$ cat src/design/xalu_pkg.sv
// ----------------------------------------------------------------------------
// xalu_pkg: shared types and helpers for the integer ALU
// Action codes, flag bit positions, iterative unit request/response types,
// and width helpers used by the sequencer and the shared iterative unit.
// ----------------------------------------------------------------------------
package xalu_pkg;

    localparam int XLEN           = 64;
    localparam int DATA_WIDTH_DEF = 64;
    localparam int CNT_W          = 7;

    localparam int F_CF = 0;
    localparam int F_PF = 1;
    localparam int F_AF = 2;
    localparam int F_ZF = 3;
    localparam int F_SF = 4;
    localparam int F_OF = 5;

    typedef enum logic [4:0] {
        OP_ADD   = 5'd0,
        OP_ADC   = 5'd1,
        OP_SUB   = 5'd2,
        OP_SBB   = 5'd3,
        OP_AND   = 5'd4,
        OP_OR    = 5'd5,
        OP_XOR   = 5'd6,
        OP_CMP   = 5'd7,
        OP_TEST  = 5'd8,
        OP_INC   = 5'd9,
        OP_DEC   = 5'd10,
        OP_NEG   = 5'd11,
        OP_NOT   = 5'd12,
        OP_SHL   = 5'd13,
        OP_SHR   = 5'd14,
        OP_SAR   = 5'd15,
        OP_ROL   = 5'd16,
        OP_ROR   = 5'd17,
        OP_MUL   = 5'd18,
        OP_IMULW = 5'd19,
        OP_IMULT = 5'd20,
        OP_DIV   = 5'd21,
        OP_IDIV  = 5'd22,
        OP_COND  = 5'd23
    } t_action;

    typedef enum logic [1:0] {
        M_MUL = 2'd0,
        M_DIV = 2'd1,
        M_ROL = 2'd2,
        M_ROR = 2'd3
    } t_mode;

    typedef struct packed {
        logic             start;
        t_mode            mode;
        logic [XLEN-1:0]  x;
        logic [XLEN-1:0]  y;
        logic [XLEN-1:0]  h;
        logic [CNT_W-1:0] steps;
        logic [CNT_W-1:0] width;
    } t_iter_req;

    typedef struct packed {
        logic            done;
        logic [XLEN-1:0] hi;
        logic [XLEN-1:0] lo;
    } t_iter_rsp;

    function automatic logic [XLEN-1:0] f_mask(input logic [CNT_W-1:0] w);
        logic [XLEN-1:0] m;
        if (w >= CNT_W'(XLEN)) begin
            m = '1;
        end else begin
            m = (XLEN'(1) << w) - XLEN'(1);
        end
        return m;
    endfunction

    function automatic logic f_top(input logic [XLEN-1:0] v, input logic [CNT_W-1:0] w);
        logic [5:0] idx;
        idx = w[5:0] - 6'd1;
        return v[idx];
    endfunction

    function automatic logic [XLEN-1:0] f_sx(input logic [XLEN-1:0] v,
                                             input logic [CNT_W-1:0] w);
        logic [XLEN-1:0] m;
        m = f_mask(w);
        return (v & m) | (f_top(v, w) ? ~m : '0);
    endfunction

endpackage

$ cat src/design/xalu_iter.sv
// ----------------------------------------------------------------------------
// xalu_iter: shared iterative unit
// One step per cycle: shift-add multiply, restoring divide, or a single-bit
// rotate. Runs the requested number of steps and pulses done.
// ----------------------------------------------------------------------------
module xalu_iter
    import xalu_pkg::*;
(
    input  logic      i_clk,
    input  logic      i_rst_n,
    input  t_iter_req i_req,
    output t_iter_rsp o_rsp
);

    logic             r_busy;
    logic             r_done;
    t_mode            r_mode;
    logic [CNT_W-1:0] r_width;
    logic [CNT_W-1:0] r_cnt;
    logic [XLEN-1:0]  r_x;
    logic [XLEN-1:0]  r_hi;
    logic [XLEN-1:0]  r_lo;
    logic [XLEN-1:0]  n_hi;
    logic [XLEN-1:0]  n_lo;

    logic [XLEN:0]    w_sum;
    logic [XLEN:0]    w_rs;
    logic [XLEN:0]    w_diff;
    logic             w_ge;
    logic [XLEN-1:0]  w_m;
    logic [XLEN-1:0]  w_hib;
    logic             w_top;

    assign w_sum  = {1'b0, r_hi} + {1'b0, (r_lo[0] ? r_x : '0)};
    assign w_rs   = {r_hi, r_lo[XLEN-1]};
    assign w_diff = w_rs - {1'b0, r_x};
    assign w_ge   = (w_rs >= {1'b0, r_x});
    assign w_m    = f_mask(r_width);
    assign w_hib  = w_m ^ (w_m >> 1);
    assign w_top  = f_top(r_lo, r_width);

    always_comb begin
        n_hi = r_hi;
        n_lo = r_lo;
        case (r_mode)
            M_MUL: begin
                n_hi = w_sum[XLEN:1];
                n_lo = {w_sum[0], r_lo[XLEN-1:1]};
            end
            M_DIV: begin
                n_hi = w_ge ? w_diff[XLEN-1:0] : w_rs[XLEN-1:0];
                n_lo = {r_lo[XLEN-2:0], w_ge};
            end
            M_ROL: begin
                n_lo = ({r_lo[XLEN-2:0], 1'b0} | {{(XLEN-1){1'b0}}, w_top}) & w_m;
            end
            M_ROR: begin
                n_lo = ({1'b0, r_lo[XLEN-1:1]} | (r_lo[0] ? w_hib : '0)) & w_m;
            end
            default: begin
                n_lo = r_lo;
            end
        endcase
    end

    always_ff @(posedge i_clk) begin
        if (!i_rst_n) begin
            r_busy <= 1'b0;
            r_done <= 1'b0;
            r_cnt  <= '0;
            r_mode <= M_MUL;
        end else begin
            r_done <= 1'b0;
            if (i_req.start) begin
                r_busy  <= 1'b1;
                r_mode  <= i_req.mode;
                r_cnt   <= i_req.steps;
                r_width <= i_req.width;
                r_x     <= i_req.x;
                r_hi    <= i_req.h;
                r_lo    <= i_req.y;
            end else if (r_busy) begin
                r_hi  <= n_hi;
                r_lo  <= n_lo;
                r_cnt <= r_cnt - CNT_W'(1);
                if (r_cnt == CNT_W'(1)) begin
                    r_busy <= 1'b0;
                    r_done <= 1'b1;
                end
            end
        end
    end

    assign o_rsp.done = r_done;
    assign o_rsp.hi   = r_hi;
    assign o_rsp.lo   = r_lo;

endmodule

$ cat config.mk
export PLATFORM = sky130hd
export DESIGN_NAME = xalu_iter
export DESIGN_NICKNAME = d
export VERILOG_FILES = /design/src/design/xalu_pkg.sv /design/src/design/xalu_iter.sv
export SDC_FILE = /design/constraint.sdc
export NUM_CORES = 1
export LEC_CHECK = 0
export BUFFER_PORTS_ARGS = -buffer_cell sky130_fd_sc_hd__buf_4
export CAP_MARGIN = 0
export CELL_PAD_IN_SITES_DETAIL_PLACEMENT = 0
export CELL_PAD_IN_SITES_GLOBAL_PLACEMENT = 1
export CORE_MARGIN = 3
export CORE_UTILIZATION = 48
export DETAILED_ROUTE_END_ITERATION = 12
export PLACE_DENSITY_LB_ADDON = 0.12
export SLEW_MARGIN = 40
export SYNTH_ARGS = -nofsm -noshare
export SYNTH_HDL_FRONTEND = slang
export SYNTH_SLANG_ARGS = --single-unit
$ cat constraint.sdc
create_clock -name i_clk -period 11.2 [get_ports i_clk]
set_input_delay 0.56 -clock i_clk [delete_from_list [all_inputs] [get_ports i_clk]]
set_output_delay 0.56 -clock i_clk [all_outputs]
set_load 0.03 [all_outputs]
Yosys cells after proc, flatten, opt, wreduce, memory -nomap -nowiden
Cells that the tools add are included.
W data, S select, Z words.
Operators by class
  reduce and logical (&&, ||, !) cells: 7
  eq/ne operators: 4
  multiplexer cells: 18
  magnitude comparators: 3
  shifts and indexed selects: 1
  bitwise logic cells: 7
  $add $sub $neg: 5
Operator list (count)
  $mux W64: 8
  $pmux W64 S4: 1
  $and A64 B64 Y64: 2
  $pmux W64 S2: 1
  $add A64 B64 Y65: 1
  $ge A65 B64 Y1: 1
  $or A63 B64 Y64: 1
  $or A64 B1 Y64: 1
  $shl A1 B7 Y64 const A: 1
  $sub A64 B2 Y64 const B: 1
  $sub A64 B64 Y64: 1
  $xor A64 B63 Y64: 1
  $mux W7: 2
  $eq A7 B1 Y1 const B: 1
  $ge A7 B7 Y1 const B: 1
  $lt A6 B7 Y1 const B: 1
  $sub A7 B1 Y7 const B: 1
  $bmux W1 S6: 1
  $sub A6 B1 Y6 const B: 1
  $mux W1: 5
  $eq A2 B2 Y1 const B: 2
  $reduce_and A2 Y1: 2
  $reduce_and A3 Y1: 1
  $reduce_bool A3 Y1: 1
  5 further kinds: 6
Storage, ports and cells
  output and inout bits: 129
  bits of input ports: 211
  word-level logic and storage cells: 53
  register bits: 210

Logic depth before layout (Yosys ltp)
Gate-level depths: netlist (run 1).
  depth after elaboration: 10
  depth in mapped cells: 18
  mapped depth without buffers: 15

Worst setup path after synthesis (run 1)
No wires, ideal clock.
  path type: register to register
  start point: reg r_width[0]
  end point: reg r_lo[55] (data pin)
  arrival time: 4.575 ns
  required time: 10.939 ns
  stages on the path, launching flop included: 18
  setup time: 0.261 ns
  path buffers: 3
  period minus slack after synthesis: 4.836 ns
  slack: 6.364 ns
  cell sequence: edfxtp_1 -> clkbuf_1 -> buf_1 -> inv_1 -> ha_1 -> clkbuf_1 -> nor2b_1 -> nand2_1 -> ha_1 -> o221ai_1 -> a211o_1 -> nor4_4 -> nand2_4 -> nor4_4 -> nand4_2 -> xnor2_1 -> o32ai_1 -> a221o_1
Between the ends
  cells in the longest elaborated chain, start to end: 10
  elaborated cells on any way between the ends: 12
  those cells by class: add/sub (1); order compare (1); shift (1); mux (5); bitwise (4)
RTL lines
  start: declaration: line xalu_iter.sv:18  | logic [CNT_W-1:0] r_width;
  start signal: assignment: line xalu_iter.sv:78  | r_width <= i_req.width;
  $shl A1 B7 Y64: line xalu_pkg.sv:74  | m = (XLEN'(1) << w) - XLEN'(1);
  $sub A64 B2 Y64: line xalu_pkg.sv:74
  $mux W64 *: line xalu_pkg.sv:71  | if (w >= CNT_W'(XLEN)) begin
  $xor A64 B63 Y64: line xalu_iter.sv:39  | assign w_hib = w_m ^ (w_m >> 1);
  $mux W64: line xalu_iter.sv:58  | n_lo = ({1'b0, r_lo[XLEN-1:1]} | (r_lo[0] ? w_hib : '0)) & w_m;
  $or A63 B64 Y64: line xalu_iter.sv:58
  $and A64 B64 Y64: line xalu_iter.sv:58
  $pmux W64 S4 *: line xalu_iter.sv:45  | case (r_mode)
  $mux W64 *: line xalu_iter.sv:82  | end else if (r_busy) begin
  $mux W64 *: line xalu_iter.sv:74  | if (i_req.start) begin
  end signal: assignment: line xalu_iter.sv:81  | r_lo <= i_req.y;
  end signal: assignment: line xalu_iter.sv:84  | r_lo <= n_lo;
  end: declaration: line xalu_iter.sv:22  | logic [XLEN-1:0] r_lo;
Mark *: on every way between the ends. The rest lies on a longest branch, timed or not. The select of a mux whose other input is x is not followed.
A chain may end at the register's enable or synchronous reset.

Worst setup path in the final report (run 1)
  start point: reg r_lo[0]
  end point: reg r_hi[57] (data pin)
Between the ends
  cells in the longest elaborated chain, start to end: 5
RTL lines
  $mux W64: line xalu_iter.sv:34  | assign w_sum = {1'b0, r_hi} + {1'b0, (r_lo[0] ? r_x : '0)};
  $add A64 B64 Y65: line xalu_iter.sv:34
  $pmux W64 S2: line xalu_iter.sv:45
  $mux W64: line xalu_iter.sv:82
  $mux W64: line xalu_iter.sv:74
  end signal: assignment: line xalu_iter.sv:80  | r_hi <= i_req.h;
  end signal: assignment: line xalu_iter.sv:83  | r_hi <= n_hi;
  end: declaration: line xalu_iter.sv:21  | logic [XLEN-1:0] r_hi;
No other way between the ends. The select of a mux whose other input is x is not followed.

==> summary.md, run 1 <==
| Metric | Value |
|---|---|
| DP HPWL | 70070 um |
| Clock Latency Late Sink | 0.60 ns |
| DRC violations left | 0 |
| Core area | 46750 um^2 |
| Routed WL | 92540 um |
| WL/cell | 25.24 um |
| Vias/cell | 6.630 |
| Post-synthesis mux area share | 7.240% |
| Crit path capture type | register |
| Die Wd | 223.9 um |
| Leak | 11.08 nW |
| Layout filler cell count | 4349 |
| Adder-Cell Fraction of Synth Area | 7.640% |
| # resized after CTS | 0 |
| Pwr dens | 128.3 nW/um^2 |
| Post-CTS Setup Inserts | 0 |
| Final clock skew | 0.02507 ns |
| Vias | 24310 |
| Crit path top cell by count | buf_4 |
| Worst path depth | 15 |
| Final setup violating endpoints | 0 |
| Avg Cell Area, Syn | 8.072 um^2 |
| Total track usage | 35.08% |
| Number of synthesized register bits | 210 |
| Type of the most critical hold path | in -> reg |
| Clock buffer depth | 3 |
| Critical path launch point type | register |
| Hold_buf cts | 0 |
| Drt pass-1 iters | 8 |
| Post-synthesis compound-gate area fraction | 27.04% |
| YS warnings | 0 |
| WP data required | 11.55 ns |
| Layout area overhead | 16.48% |
| Largest cells by area after synthesis | edfxtp_1, ha_1, a21oi_1 |
| DIE HEIGHT | 223.9 um |
| Pre-CTS WS | 5.719 ns |
| Highest net fanout along the worst path | 39 |
| Final worst path period need | 5.549 ns |
| CTS buffer count | 27 |
| Crit share post-route | 49.54% |
| VDD IR-drop max | 140.9 uV |
| Most used DFF post-synth | edfxtp_1 |
| Clock power share | 25.2% |
| Fraction of synthesized cell area in xor and xnor cells | 5.494% |
| Slew Limit Headroom | 41.51% |
| Worst R2R Path Depth | 15 |
| Finished Layout Cells | 3666 |
| Max Slew Vio Count | 0 |
| Clock transition at the registers of the reported paths | 0.06 ns |
| Family with the most delay on the worst path | compound AO/OA/AOI/OAI gates |
| Worst hold path depth | 1 |
| GRT overflow | 0 |
| Num ports | 340 |
| Unrepaired setup endpoints after global routing | no |
| Mapped cell area | 22800 um^2 |
| GPL Wtd Cong | 0.9863 |
| Worst slew pin tran | 0.8710 ns |
| Setup TNS | 0 ns |
| Largest area contributor in the netlist | edfxtp_1 |
| Sequential cell area | 6203 um^2 |
| Slowest CP cell | inv_2 |
| Multi-input gate area | 15360 um^2 |
| CTS Sinks | 210 |
| Vias in the first global route | 23050 |
| Cell-internal power | 2.020 mW |
| Worst Slack Setup Final | 5.651 ns |
| Max Cap Violations | 0 |
| Post-Synth Simple-Gate Area | 19.70% |
| Async SR Flop Fraction | 0% |
| Largest net degree at the start of global routing | 85 |
| Top Metal Used | met5 |
| H-tree depth | 1 |
| Initial antenna violation count | 5 |
| Status | completed |
| Final core area utilization | 56.79% |
| Post-synth top area share | 26.21% |
| Placed cells | 3614 |
| Logic pwr share | 44.4% |
| Worst Hold Slack | 0.1380 ns |
| CTS tree | built |
| Starting density of the core | 48.76% |
| Share of layout cells above drive strength 1 | 17.83% |
| Path type of the worst setup path | reg -> reg |
| Rows | 79 |
| Count of cell types in the netlist | 99 |
| Net Count, Synth | 3173 |
| EDFF count, synth | 199 |
| Sequential cell area fraction in the yosys report | 27.18% |
| Clk root buf | clkbuf_16 |
| Crit path arrival time | 5.90 ns |
| Met2 WL | 41560 um |
| Total die area | 50140 um^2 |
| Cells along the critical path | buf_4, inv_2, buf_4, nor2_1, ha_1, nor2b_1, o2111ai_1, a211o_1, a211oi_2, nor4b_2, o31ai_2, a41o_1, a41oi_1, xnor2_1, a221o_1 |
| Cells after Synth | 2824 |
| Part of the power in registers | 30.4% |
| Sw frac | 40.68% |
| Initial drt markers | 2791 |
| Final Hold Vio Count | 0 |
| Antenna Nets Post-Route | 0 |
| Met3 WL | 8751 um |
| CP peak stage delay | 0.59 ns |
| Net count, final | 3385 |
| PortBufs | 339 |
| Main combinational cell family by area after synthesis | compound AO/OA/AOI/OAI gates |
| First-pass GRT wire length | 138200 um |
| Max Freq | 180.2 MHz |
| Buffers & Inverters on Critical Path | 3 |
| Wl on met1 | 38400 um |
| Sw Pwr | 1.386 mW |
## cell usage after synthesis (32+ instances only)
cell type and count:
o211ai_1 32, a21oi_1 247, nor2_1 284, clkbuf_1 141, edfxtp_1 199, xnor2_1 77
a31oi_1 38, a21o_1 86, ha_1 136, mux2i_1 76, a211oi_1 52, xor2_1 66
nand4_1 43, mux2_2 37, o21ai_0 178, inv_1 130, nor3_1 53, nand3_1 60
nand2_1 293
## state kept, by name, summed over array words and instances (netlist names)
signal / flops
r_mode: 2
r_x: 64
r_width: 7
r_busy: 1
r_cnt: 7
r_hi: 64
r_lo: 64
r_done: 1
## cells in the final DEF (no fill, tap or decap), types with 17 or more instances in the layout
master / n
buf_4: 376
o221ai_1: 20
a21oi_1: 246
mux2_2: 37
xor2_1: 66
nand2_1: 292
a221o_1: 21
o31ai_1: 22
a21o_1: 86
nor3_1: 53
edfxtp_1: 199
nand2b_1: 31
a211oi_1: 52
mux4_2: 21
o211ai_1: 32
xnor2_1: 76
nand3_1: 60
o21bai_1: 31
o21ai_0: 178
nor2_1: 281
and3_1: 21
inv_1: 128
o22ai_1: 28
and2_1: 25
a31oi_1: 38
nor2b_1: 25
ha_1: 136
clkbuf_16: 28
a221oi_1: 17
mux2i_1: 76
nand4_1: 43
## routing by layer
metal  track usage [%]  vias to the layer above
li1                  -                    11000
met1             48.01                    11740
met2             55.94                     1357
met3             5.700                      215
met4             13.50                        2
met5                 0                        -
## layout make-up
class	count	area share (%)
repair buffers	381	10.86
multi-input cells	2284	57.85
well taps	607	2.860
clock inverters	9	0.2215
inverters	132	1.866
clock buffers	40	2.959
flip-flops and latches	210	23.36
diodes	3	0.02827
## path summary, 6_finish.rpt
kind,start,endpoint,slack (ns)
worst max-delay path,r_lo[0]$_DFFE_PP_,r_hi[57]$_DFFE_PP_,5.65
worst max register to register,r_lo[0]$_DFFE_PP_,r_hi[57]$_DFFE_PP_,5.65
worst min-delay path,i_req[195],r_x[53]$_DFFE_PP_,0.14
worst min register to register,r_cnt[6]$_SDFFE_PN0N_,r_done$_SDFF_PP0_,0.47
## per-stage QoR
step                      power (mW)  instance area, um^2
final                          3.406                26550
after global placement         2.503                25650
after detailed placement       2.522                25700
after CTS                      3.384                26550
after global routing           3.569                26550
after floorplan                2.050                22800
## kinds of logic (layout without fill, tap and decap cells)
| group | Yosys count | count (layout) |
|---|---|---|
| XOR/XNOR | 143 | 143 |
| multiplexers | 134 | 134 |
| adder cells (fa/ha/maj) | 138 | 138 |
| AO/OA/AOI/OAI | 930 | 930 |
| buffers and inverters | 330 | 562 |
| AND/OR/NAND/NOR | 939 | 939 |
| other | 0 | 3 |
| flip-flops | 210 | 210 |
## power groups by stage
stage	clock, mW	sequential [mW]	combinational, mW
2_1_floorplan	0	1.09	0.957
4_1_cts	0.870	1.03	1.48
3_3_place_gp	0	1.05	1.46
6_report	0.858	1.03	1.51
3_5_place_dp	0	1.05	1.48
5_1_grt	0.902	1.04	1.63
(Power assumes the default switching activity.)
==> inputs of run 2 (changes only) <==
--- a/config.mk
+++ b/config.mk
@@ -5,12 +5,13 @@
 export SDC_FILE = /design/constraint.sdc
 export NUM_CORES = 1
 export LEC_CHECK = 0
+export ABC_AREA = 1
 export BUFFER_PORTS_ARGS = -buffer_cell sky130_fd_sc_hd__buf_4
 export CAP_MARGIN = 0
 export CELL_PAD_IN_SITES_DETAIL_PLACEMENT = 0
 export CELL_PAD_IN_SITES_GLOBAL_PLACEMENT = 1
 export CORE_MARGIN = 3
-export CORE_UTILIZATION = 48
+export CORE_UTILIZATION = 37
 export DETAILED_ROUTE_END_ITERATION = 12
 export PLACE_DENSITY_LB_ADDON = 0.12
 export SLEW_MARGIN = 40
==> constraint.sdc (replaced) <==
create_clock -name i_clk -period 5.1 [get_ports i_clk]
set_input_delay 0.255 -clock i_clk [delete_from_list [all_inputs] [get_ports i_clk]]
set_output_delay 0.255 -clock i_clk [all_outputs]
set_load 0.03 [all_outputs]
==> run 2 against run 1 <==
Compared with the run above: synthesized area is 19% higher; sequential power is 120% higher; critical path depth is 2 higher; worst hold slack worse by 0.13 ns; synthesized cell count is 67% higher; combinational power grew to 2.6 times the previous value; via count is 37% higher; count of clock-buffer cells in the layout is 6 lower; final cell count is 68% higher; final area is 27% higher; die area is 53% higher; flip-flop and latch count stayed put.
==> summary.md, run 2 <==
| Metric | Value |
|---|---|
| WL/cell | 23.80 um (was 25.24 um) |
| DIE HEIGHT | 277.2 um (was 223.9 um) |
| GPL Wtd Cong | 1.070 (was 0.9863) |
| Leak | 17.68 nW (was 11.08 nW) |
| CTS Sinks | 210 (unchanged) |
| R2r startpoint | r_lo[63]$_DFFE_PP_ (was r_lo[0]$_DFFE_PP_) |
| DP HPWL | 118900 um (was 70070 um) |
| Layout area overhead | 23.44% (was 16.48%) |
| Count of cell types in the netlist | 48 (was 99) |
| Largest area contributor in the netlist | edfxtp_1 (unchanged) |
| Largest cells by area after synthesis | edfxtp_1, nand2_1, inv_1 (was edfxtp_1, ha_1, a21oi_1) |
| Net Count, Synth | 5059 (was 3173) |
| Core area | 72220 um^2 (was 46750 um^2) |
| Drt pass-1 iters | 7 (was 8) |
| Post-synth top area share | 21.96% (was 26.21%) |
| First-pass GRT wire length | 211800 um (was 138200 um) |
| Final setup violating endpoints | 0 (unchanged) |
| FF-to-FF End | r_hi[60]$_DFFE_PP_ (was r_hi[57]$_DFFE_PP_) |
| Hold Crit Start | i_req[52] (was i_req[195]) |
| Final clock skew | 0.04492 ns (was 0.02507 ns) |
| Final instance area | 33590 um^2 (was 26550 um^2) |
| VDD IR-drop max | 277.4 uV (was 140.9 uV) |
| Largest net degree at the start of global routing | 142 (was 85) |
| Clock transition at the registers of the reported paths | 0.07 ns (was 0.06 ns) |
| Sequential cell area fraction in the yosys report | 22.77% (was 27.18%) |
| Pwr dens | 248.9 nW/um^2 (was 128.3 nW/um^2) |
| Slowest CP cell | o21ai_0 (was inv_2) |
| Rows | 98 (was 79) |
| Share of layout cells above drive strength 1 | 10.30% (was 17.83%) |
| Worst hold path depth | 3 (was 1) |
| GRT overflow | 0 (unchanged) |
| CTS buffer count | 28 (was 27) |
| Clock buffer depth | 3 (unchanged) |
| Hold_buf cts | 193 (was 0) |
| Commonest non-fill, non-tap cell in the layout | nand2_1 (was buf_4) |
| CTS tree | built (unchanged) |
| PortBufs | 339 (unchanged) |
| Type of the most critical hold path | in -> reg (unchanged) |
| Worst slew pin tran | 1.015 ns (was 0.8710 ns) |
| EDFF count, synth | 199 (unchanged) |
| Crit path top cell by count | nand2_1 (was buf_4) |
| WP data required | 5.45 ns (was 11.55 ns) |
| Setup TNS | 0 ns (unchanged) |
| Slew Limit Headroom | 32.36% (was 41.51%) |
| Die Wd | 277.2 um (was 223.9 um) |
| Critical path launch point type | register (unchanged) |
| Dominant cell by count in the synthesized netlist | nand2_1 (unchanged) |
| Avg Cell Area, Syn | 5.778 um^2 (was 8.072 um^2) |
| Highest net fanout along the worst path | 5 (was 39) |
| Initial antenna violation count | 2 (was 5) |
| Hold EP | r_hi[38]$_DFFE_PP_ (was r_x[53]$_DFFE_PP_) |
| Total die area | 76840 um^2 (was 50140 um^2) |
| Vias/cell | 5.431 (was 6.630) |
| YS warnings | 0 (unchanged) |
| Most used DFF post-synth | edfxtp_1 (unchanged) |
| Synth cell count leaders | nand2_1, inv_1, nor2_1 (was nand2_1, nor2_1, a21oi_1) |
| Max Cap Violations | 0 (unchanged) |
| Vias in the first global route | 32760 (was 23050) |
| Buffers & Inverters on Critical Path | 1 (was 3) |
| Final Hold Vio Count | 0 (unchanged) |
| Family with the most delay on the worst path | simple AND/OR/NAND/NOR gates (was compound AO/OA/AOI/OAI gates) |
| Total track usage | 36.51% (was 35.08%) |
| Status | completed (unchanged) |
| Cells after Synth | 4710 (was 2824) |
| Vias | 33410 (was 24310) |
| Num ports | 340 (unchanged) |
| CP peak stage delay | 0.49 ns (was 0.59 ns) |
| Setup slack, reg-to-reg | 1.26 ns (was 5.65 ns) |
| Starting density of the core | 37.68% (was 48.76%) |
| Clock Latency Late Sink | 0.63 ns (was 0.60 ns) |
| Unrepaired setup endpoints after global routing | no (unchanged) |
| Top flop regs | r_hi x64, r_lo x64, r_x x64 (unchanged) |
| Routed WL | 146400 um (was 92540 um) |
| Mapped cell area | 27210 um^2 (was 22800 um^2) |
| Final worst path period need | 3.844 ns (was 5.549 ns) |
| H-tree depth | 1 (unchanged) |
| # resized after CTS | 0 (unchanged) |
| Clk root buf | clkbuf_16 (unchanged) |
| Antenna Nets Post-Route | 0 (unchanged) |
| Number of synthesized register bits | 210 (unchanged) |
| Worst R2R Path Depth | 17 (was 15) |
| Initial drt markers | 2827 (was 2791) |
| Cells along the critical path | inv_1, ha_1, fa_1, o21ai_0, nand2_1, nand2_1, nand2_1, nand2_1, nand2_1, nand2_1, nand2_1, nand2_1, nand2_1, nand2_1, nand2_1, nand3_1, a21oi_1 (was buf_4, inv_2, buf_4, nor2_1, ha_1, nor2b_1, o2111ai_1, a211o_1, a211oi_2, nor4b_2, o31ai_2, a41o_1, a41oi_1, xnor2_1, a221o_1) |
| Max Freq | 260.1 MHz (was 180.2 MHz) |
| Async SR Flop Fraction | 0% (unchanged) |
| Max Slew Vio Count | 0 (unchanged) |
| Post-CTS Setup Inserts | 0 (unchanged) |
| Crit path capture type | register (unchanged) |
| Total power | 8.363 mW (was 3.406 mW) |
| Path type of the worst setup path | reg -> reg (unchanged) |
| Post-Place Cell Area | 30670 um^2 (was 25700 um^2) |
| DRC violations left | 0 (unchanged) |
| Net count, final | 5530 (was 3385) |
| Most frequent cells in the layout | nand2_1, inv_1, nor2_1, a21oi_1, nand3_1 (was buf_4, nand2_1, nor2_1, a21oi_1, edfxtp_1) |
| Crit path arrival time | 4.20 ns (was 5.90 ns) |
| Number of diodes | 0 (was 3) |
| Crit share post-route | 75.37% (was 49.54%) |
| Final core area utilization | 46.51% (was 56.79%) |
run 2: cell count changes in the layout (fill, tap and decap cells not counted), sizes merged, moves of 47 or more:
cell         previous run  this run
xnor2                  77        30
inv                   133       762
nand3                  60       390
nor2                  285       640
a21oi                 249       396
a211oi                 53         1
dlygate4sd3             0       193
xor2                   66        19
mux2i                  76         0
a21o                   86         4
nand2                 294      1487
run 2: report_power, final:
| part | switching, mW | internal, mW | leakage, nW | total (mW) |
|---|---|---|---|---|
| clock network | 0.908 | 1.26 | 0.455 | 2.17 |
| logic | 2.63 | 1.25 | 15.3 | 3.88 |
| registers | 0.233 | 2.07 | 1.96 | 2.31 |
| total | 3.77 | 4.59 | 17.7 | 8.36 |
run 2: final cells by class:
cell class              instances  area, um^2
well taps                     950        1189
fillers                      7857       38630
clock inverters                17       236.5
flip-flops and latches        210        6197
multi-input cells            3591       17460
repair buffers                582        4901
inverters                     768        2889
clock buffers                  34       723.2
run 2: how the worst max path moves through the flow:
stage	endpoint	from	slack [ns]	cells past startpoint
after floorplan	r_hi[0]$_DFFE_PP_	r_busy$_SDFF_PN0_	0.004	4
after global routing	r_hi[60]$_DFFE_PP_	r_lo[63]$_DFFE_PP_	0.97	17
after detailed placement	r_hi[59]$_DFFE_PP_	r_lo[0]$_DFFE_PP_	1.23	22
after global placement	r_hi[59]$_DFFE_PP_	r_lo[0]$_DFFE_PP_	1.25	22
final	r_hi[60]$_DFFE_PP_	r_lo[63]$_DFFE_PP_	1.26	17
after CTS	r_hi[59]$_DFFE_PP_	r_lo[0]$_DFFE_PP_	1.17	22
run 2: worst reg2reg max path: stages (launching register included):
cell and delay, ns:
edfxtp_1 0.44, inv_1 0.24, ha_1 0.31, fa_1 0.43, o21ai_0 0.49, nand2_1 0.10, nand2_1 0.25, nand2_1 0.09
nand2_1 0.21, nand2_1 0.08, nand2_1 0.25, nand2_1 0.16, nand2_1 0.10, nand2_1 0.05, nand2_1 0.05, nand2_1 0.07
nand3_1 0.17, a21oi_1 0.09
run 2: layer usage:
layer	part of all wire, %	global-route usage [%]
met4	7.7	22.83
met2	47	63.34
met1	38	42.50
met5	0.023	0
met3	6.7	4.864
run 2: through the flow:
step           hold slack [ns]  setup WS, ns  cells
2_1_floorplan           0.3539      0.003645   4710
3_3_place_gp            0.4333         1.249   5906
3_5_place_dp            0.4344         1.231   5906
4_1_cts               0.002524         1.173   6150
5_1_grt                0.02855        0.9732   6152
6_report              0.009561         1.256   6152
run 2: logic make-up (layout without fill, tap and decap cells):
logic type,count (synthesis),after routing,synth area share (%)
and+or+nand+nor,2670,2670,41.09
AOI/OAI and AO/OA,734,734,14.91
adders and majority gates,138,138,6.400
DFF,210,210,22.77
buffers and inverters,909,1401,13.25
xor gates and xnor gates,49,49,1.577
